==> src/rtl/ssq_pkg.sv <==
`timescale 1ns / 1ps
`default_nettype none
// ----------------------------------------------------------------------------
// Sorted sleep timer queue package
// Widths, codes, entry type and sleep time clamp shared by the queue modules.
// ----------------------------------------------------------------------------
package ssq_pkg;

  localparam int DEPTH      = 16;
  localparam int TIME_WIDTH = 16;
  localparam int ID_W       = 8;
  localparam int SLEEP_W    = 16;
  localparam int KIND_W     = 2;
  localparam int CMP_W      = (TIME_WIDTH > SLEEP_W) ? TIME_WIDTH : SLEEP_W;

  typedef logic [TIME_WIDTH-1:0] time_t;
  typedef logic [ID_W-1:0]       id_t;
  typedef logic [KIND_W-1:0]     kind_t;

  localparam kind_t KIND_ACCEPT = 2'd0;
  localparam kind_t KIND_REJECT = 2'd1;
  localparam kind_t KIND_WOKEN  = 2'd2;

  localparam logic CMD_TICK = 1'b0;
  localparam logic CMD_PUT  = 1'b1;

  localparam time_t TIME_MAX = {TIME_WIDTH{1'b1}};

  typedef struct packed {
    logic  valid;
    id_t   id;
    time_t remaining;
  } entry_t;

  typedef enum logic [1:0] {
    OP_HOLD,
    OP_INSERT,
    OP_DECR,
    OP_POP
  } cell_op_t;

  typedef enum logic {
    ST_IDLE,
    ST_WAKE
  } state_t;

  function automatic time_t clamp_time(input logic [SLEEP_W-1:0] t);
    logic [CMP_W-1:0] tw;
    tw = CMP_W'(t);
    if (tw == '0) begin
      tw = CMP_W'(1);
    end
    if (tw > CMP_W'(TIME_MAX)) begin
      tw = CMP_W'(TIME_MAX);
    end
    return TIME_WIDTH'(tw);
  endfunction

endpackage : ssq_pkg
`default_nettype wire

==> src/rtl/sorted_sleep_timer_queue_top.sv <==
`timescale 1ns / 1ps
`default_nettype none
// ----------------------------------------------------------------------------
// Sorted sleep timer queue
// Row of cells kept sorted by remaining ticks; puts insert (or are rejected
// when the row is full), ticks age and wake the threads that reach zero.
// ----------------------------------------------------------------------------
// A put's result appears in the output register in the cycle after the put
// is taken; a put waits while that register holds an untaken result.
// A tick ages every cell at once, then each woken thread leaves the head of
// the chain at one per cycle, unless the output stalls, through the single
// output register; no new item is taken until the wake-ups are drained.
// ----------------------------------------------------------------------------
module sorted_sleep_timer_queue_top
  import ssq_pkg::*;
(
  input  wire logic               clk,
  input  wire logic               rst_n,
  input  wire logic               in_valid,
  output logic                    in_stall,
  input  wire logic               in_command,
  input  wire logic [ID_W-1:0]    in_thread_id,
  input  wire logic [SLEEP_W-1:0] in_sleep_time,
  output logic                    out_valid,
  input  wire logic               out_stall,
  output logic [KIND_W-1:0]       out_kind,
  output logic [ID_W-1:0]         out_woken_id,
  output logic                    out_last
);

  state_t   state_r, state_nxt;
  cell_op_t cell_op;
  entry_t   cells [0:DEPTH];
  logic     ins_vec [0:DEPTH-1];
  logic [DEPTH-1:0] valid_vec;
  time_t    new_time;

  logic  out_valid_r, out_valid_nxt;
  kind_t out_kind_r, out_kind_nxt;
  id_t   out_id_r, out_id_nxt;
  logic  out_last_r, out_last_nxt;

  logic in_fire, out_free, full, head_due, wake_last, wake_now;

  assign new_time  = clamp_time(in_sleep_time);
  assign cells[DEPTH] = '0;
  assign in_fire   = in_valid && !in_stall;
  assign out_free  = !out_valid_r || !out_stall;
  assign full      = cells[DEPTH-1].valid;
  assign head_due  = cells[0].valid && (cells[0].remaining == '0);
  assign wake_last = !(cells[1].valid && (cells[1].remaining == '0));
  assign wake_now  = (state_r == ST_WAKE) && head_due && out_free;

  for (genvar g = 0; g < DEPTH; g++) begin : g_cell
    assign valid_vec[g] = cells[g].valid;
    ssq_cell u_cell (
      .clk        (clk),
      .rst_n      (rst_n),
      .op         (cell_op),
      .new_id     (in_thread_id),
      .new_time   (new_time),
      .prev_entry ((g == 0) ? entry_t'('0) : cells[(g == 0) ? 0 : g-1]),
      .prev_ins   ((g == 0) ? 1'b0 : ins_vec[(g == 0) ? 0 : g-1]),
      .next_entry (cells[g+1]),
      .cur_entry  (cells[g]),
      .ins        (ins_vec[g])
    );
  end

  always_comb begin
    state_nxt = state_r;
    case (state_r)
      ST_IDLE: begin
        if (in_fire && (in_command == CMD_TICK)) begin
          state_nxt = ST_WAKE;
        end
      end
      ST_WAKE: begin
        if (!head_due) begin
          state_nxt = ST_IDLE;
        end else if (out_free && wake_last) begin
          state_nxt = ST_IDLE;
        end
      end
      default: state_nxt = ST_IDLE;
    endcase
  end

  always_comb begin
    in_stall = 1'b1;
    cell_op  = OP_HOLD;
    case (state_r)
      ST_IDLE: begin
        in_stall = (in_command == CMD_PUT) && !out_free;
        if (in_fire) begin
          if (in_command == CMD_TICK) begin
            cell_op = OP_DECR;
          end else if (!full) begin
            cell_op = OP_INSERT;
          end
        end
      end
      ST_WAKE: begin
        if (wake_now) begin
          cell_op = OP_POP;
        end
      end
      default: begin
      end
    endcase
  end

  always_comb begin
    out_valid_nxt = out_valid_r && out_stall;
    out_kind_nxt  = out_kind_r;
    out_id_nxt    = out_id_r;
    out_last_nxt  = out_last_r;
    if (in_fire && (in_command == CMD_PUT)) begin
      out_valid_nxt = 1'b1;
      out_kind_nxt  = full ? KIND_REJECT : KIND_ACCEPT;
      out_id_nxt    = in_thread_id;
      out_last_nxt  = 1'b1;
    end else if (wake_now) begin
      out_valid_nxt = 1'b1;
      out_kind_nxt  = KIND_WOKEN;
      out_id_nxt    = cells[0].id;
      out_last_nxt  = wake_last;
    end
  end

  always_ff @(posedge clk) begin
    if (!rst_n) begin
      state_r     <= ST_IDLE;
      out_valid_r <= 1'b0;
    end else begin
      state_r     <= state_nxt;
      out_valid_r <= out_valid_nxt;
    end
    out_kind_r <= out_kind_nxt;
    out_id_r   <= out_id_nxt;
    out_last_r <= out_last_nxt;
  end

  assign out_valid    = out_valid_r;
  assign out_kind     = out_kind_r;
  assign out_woken_id = out_id_r;
  assign out_last     = out_last_r;

  a_occupied_prefix: assert property (@(posedge clk) disable iff (!rst_n)
    ((valid_vec + DEPTH'(1)) & valid_vec) == '0)
    else $error("occupied cells do not form a prefix of the chain");

  a_idle_head_live: assert property (@(posedge clk) disable iff (!rst_n)
    (state_r == ST_IDLE) && cells[0].valid |-> cells[0].remaining != '0)
    else $error("expired entry left at the head while idle");

  a_put_result: assert property (@(posedge clk) disable iff (!rst_n)
    in_fire && (in_command == CMD_PUT) |=> out_valid_r)
    else $error("put transfer gave no result");

  a_pop_due: assert property (@(posedge clk) disable iff (!rst_n)
    (cell_op == OP_POP) |=> $past(head_due) && out_valid_r && (out_kind_r == KIND_WOKEN))
    else $error("head popped without a wake-up result");

endmodule : sorted_sleep_timer_queue_top
`default_nettype wire

==> src/rtl/ssq_cell.sv <==
`timescale 1ns / 1ps
`default_nettype none
// ----------------------------------------------------------------------------
// Sorted sleep timer queue cell
// One queue slot: inserts from its upper neighbour or the new item, ages,
// or takes its lower neighbour's entry when the head leaves.
// ----------------------------------------------------------------------------
module ssq_cell
  import ssq_pkg::*;
(
  input  wire logic     clk,
  input  wire logic     rst_n,
  input  wire cell_op_t op,
  input  wire id_t      new_id,
  input  wire time_t    new_time,
  input  wire entry_t   prev_entry,
  input  wire logic     prev_ins,
  input  wire entry_t   next_entry,
  output entry_t        cur_entry,
  output logic          ins
);

  logic  valid_r, valid_nxt;
  id_t   id_r, id_nxt;
  time_t rem_r, rem_nxt;

  assign ins       = !valid_r || (rem_r >= new_time);
  assign cur_entry = '{valid: valid_r, id: id_r, remaining: rem_r};

  always_comb begin
    valid_nxt = valid_r;
    id_nxt    = id_r;
    rem_nxt   = rem_r;
    case (op)
      OP_INSERT: begin
        if (prev_ins) begin
          valid_nxt = prev_entry.valid;
          id_nxt    = prev_entry.id;
          rem_nxt   = prev_entry.remaining;
        end else if (ins) begin
          valid_nxt = 1'b1;
          id_nxt    = new_id;
          rem_nxt   = new_time;
        end
      end
      OP_DECR: begin
        if (valid_r && (rem_r != '0)) begin
          rem_nxt = rem_r - time_t'(1);
        end
      end
      OP_POP: begin
        valid_nxt = next_entry.valid;
        id_nxt    = next_entry.id;
        rem_nxt   = next_entry.remaining;
      end
      default: begin
      end
    endcase
  end

  always_ff @(posedge clk) begin
    if (!rst_n) begin
      valid_r <= 1'b0;
    end else begin
      valid_r <= valid_nxt;
    end
    id_r  <= id_nxt;
    rem_r <= rem_nxt;
  end

endmodule : ssq_cell
`default_nettype wire
==> config.mk <==
export PLATFORM = sky130hd
export DESIGN_NAME = sorted_sleep_timer_queue_top
export DESIGN_NICKNAME = d
export VERILOG_FILES = /design/src/rtl/ssq_pkg.sv /design/src/rtl/sorted_sleep_timer_queue_top.sv /design/src/rtl/ssq_cell.sv
export SDC_FILE = /design/constraint.sdc
export NUM_CORES = 1
export LEC_CHECK = 0
export ABC_CLOCK_PERIOD_IN_PS = 6150
export BUFFER_PORTS_ARGS = -buffer_cell sky130_fd_sc_hd__clkbuf_2
export CORE_UTILIZATION = 55
export DETAILED_ROUTE_END_ITERATION = 6
export PLACE_DENSITY = 0.8
export SETUP_SLACK_MARGIN = 0.3
export SLEW_MARGIN = 15
export SYNTH_ARGS = -nofsm -noshare
export SYNTH_HDL_FRONTEND = slang
export SYNTH_HIERARCHICAL = 1
export SYNTH_SLANG_ARGS = --single-unit
==> constraint.sdc <==
create_clock -name clk -period 6.15 [get_ports clk]
set_clock_uncertainty 0.05 [all_clocks]
set_input_delay 0.3075 -clock clk [delete_from_list [all_inputs] [get_ports clk]]
set_output_delay 0.3075 -clock clk [all_outputs]
set_load 0.02 [all_outputs]
==> run metrics <==
largest net degree at the start of global routing 119; vias in the first global route 28.61k; post_cts resized 0; outcome finished, final reports clean; actual slew at the worst max-slew pin 1.243 ns; r2r worst-path depth 8; FF+latch area 12210 um2; Worst path max stage delay about 0.96 ns; Crit Path Class flip-flop to flip-flop; final setup TNS 0 ns; Fillers 5313; CTS buffer count 47; crit-path cells nor2b_1 -> and3_1 -> inv_1 -> o21ai_4 -> buf_4 -> inv_1 -> a41oi_1 -> a31o_1; vias per cell 6.436; total setup buffers inserted after CTS 0; layout overhead on the synthesized area 7.246%; initial antenna violation count 1; met3 wire length 9.679 mm; detailed-route DRC error count 0; gr usage total 0.3097; Slew HR 0.1603; DPL Wire Length ~69 mm; pre-CTS WS approximately 0.99 ns; height of the die 252.6 um; worst skew pair latency 0.60 ns; flop2flop setup slack 1.22 ns; Ports 42; Leakage 15.46 nW; CP delay by family, top compound AO/OA/AOI/OAI gates; Max Cap Viol 0; Peak VDD IR 188.7 uV; total global routing overflow 0; CTS root buf clkbuf_16; multi-input logic area about 20000 um2; yosys synthesis warning count 6; I/O Buffers 41; max-slew violation count 0; Worst Path Required 6.33 ns; wire per inst 21.41 um; die width 252.6 um; RSZ-0062 raised after global routing false; Post-CTS Hold Fix Bufs 0; CTS sink count approximately 410; CTS Buffer Depth 3; via count 30.33k; Slowest-stage cell, CP a41oi_1; end point of the worst hold path state_r; first-pass GRT wire length 156.7 mm; Worst Path Buf+Inv 3; reg2reg start state_r; CP most frequent cell inv_1; hold path start in_command; Ant. Diodes 0; # nets final 4155; Post-Syn Instances between 3k and 4k; Initial Util 0.5579; CP Data Arrival Time between 5 and 6 ns; Pre-antenna DRT Iters 5; Core Region around 62000 um2; post-layout min period 4.926 ns; Metal-1 WL 41.08 mm; endpoints failing setup 0; HP Class input port to flip-flop; initial drt markers 3492; met2 wire length between 40 and 50 mm; gp weighted congestion 0.9438; uppermost routed layer met5; num rows 91; critical path peak fanout 25; Synth Cell Area ~35000 um2; post-route ant nets 0; drt total wl 100.9 mm; FF-to-FF End g_cell[3].u_cell/rem_r[5]; Setup WS post-layout 1.224 ns; Final Hold Viols 0; crit start category flip-flop; syn avg cell area 8.889 um2; Hold Crit Depth 4; CP endpoint kind flip-flop; die area about 64000 um2; CTS tree yes; PwrDens 211.4 nW/um2; Max Clock Freq 203.0 MHz; share of cells above drive strength 1 0.07226; final worst-path cycle share 0.8009; # H-tree levels 2; CTS clk-pin slew, worst paths 0.07 ns
==> metal layers <==
layer | vias up | track usage
met2 | 1556 | 0.5033
met4 | 2 | 0.1176
met1 | 14413 | 0.4155
met3 | 283 | 0.04686
met5 | - | 0
li1 | 14074 | -
==> flip-flops by register name (all words and copies together), names as in the netlist <==
name                   cells
g_cell.u_cell/rem_r      256
g_cell.u_cell/id_r       128
g_cell.u_cell/valid_r     16
out_woken_id               8
out_kind                   2
out_last                   1
out_valid                  1
state_r                    1
==> layout make-up <==
cell class | count | area share
timing repair buffer | 88 | 0.01573
tap | 837 | 0.02826
clock buffer | 60 | 0.03387
inverter | 313 | 0.03170
sequential | 413 | 0.3295
clock inverter | 26 | 0.008542
multi-input combinational | 2975 | 0.5524
==> through the flow <==
step | instance area [um2] | total power (W) | hold slack (ns) | util | std cells
floorplan | 34740 | 0.004432 | 0.3888 | - | 3938
global placement | 35440 | 0.004815 | 0.4672 | 0.5722 | 4626
detailed placement | 35440 | 0.004861 | 0.4778 | 0.5722 | 4626
CTS | 37010 | 0.007795 | 0.03645 | 0.5975 | 4712
global route | 37060 | 0.008101 | 0.1047 | 0.5983 | 4712
finish | 37060 | 0.007835 | 0.04581 | 0.5983 | 4712
==> power by group <==
group	switching [W]	internal, W
Clock	0.00124	0.00174
Sequential	0.000247	0.00330
Combinational	0.000836	0.000481
Total	0.00232	0.00551
==> placed cells by master, fill, tap and decap left out, types with 47 or more instances in the layout <==
master     instances
edfxtp_1         394
o21ai_0          283
o22ai_1           78
nor2_1           287
a211oi_1         135
nand2_1          388
clkbuf_16         47
inv_1            312
ha_1             288
nor3_1            57
nand3_1           52
a21oi_1          326
xnor2_1           94
mux2i_1          271
conb_1            52
o211ai_1          49
xor2_1           105
nand4_1           49
==> worst reg2reg max path, cell delays in order (launching register included) <==
cell and delay (ns):
dfxtp_1 0.33, nor2b_1 0.22, and3_1 0.44, inv_1 0.28, o21ai_4 0.87, buf_4 0.43, inv_1 0.30, a41oi_1 0.96
a31o_1 0.67
==> how the worst max path moves through the flow <==
stage | start | end | depth (start not counted)
after global placement | in_sleep_time[6] | g_cell[1].u_cell/rem_r[8] | 11
final | state_r | g_cell[3].u_cell/rem_r[5] | 8
after detailed placement | in_sleep_time[6] | g_cell[12].u_cell/rem_r[10] | 11
after floorplan | out_valid | g_cell[9].u_cell/rem_r[0] | 7
after CTS | state_r | g_cell[3].u_cell/rem_r[4] | 8
after global routing | state_r | g_cell[3].u_cell/rem_r[10] | 8
Note: power is estimated with default switching activity, not from simulation.
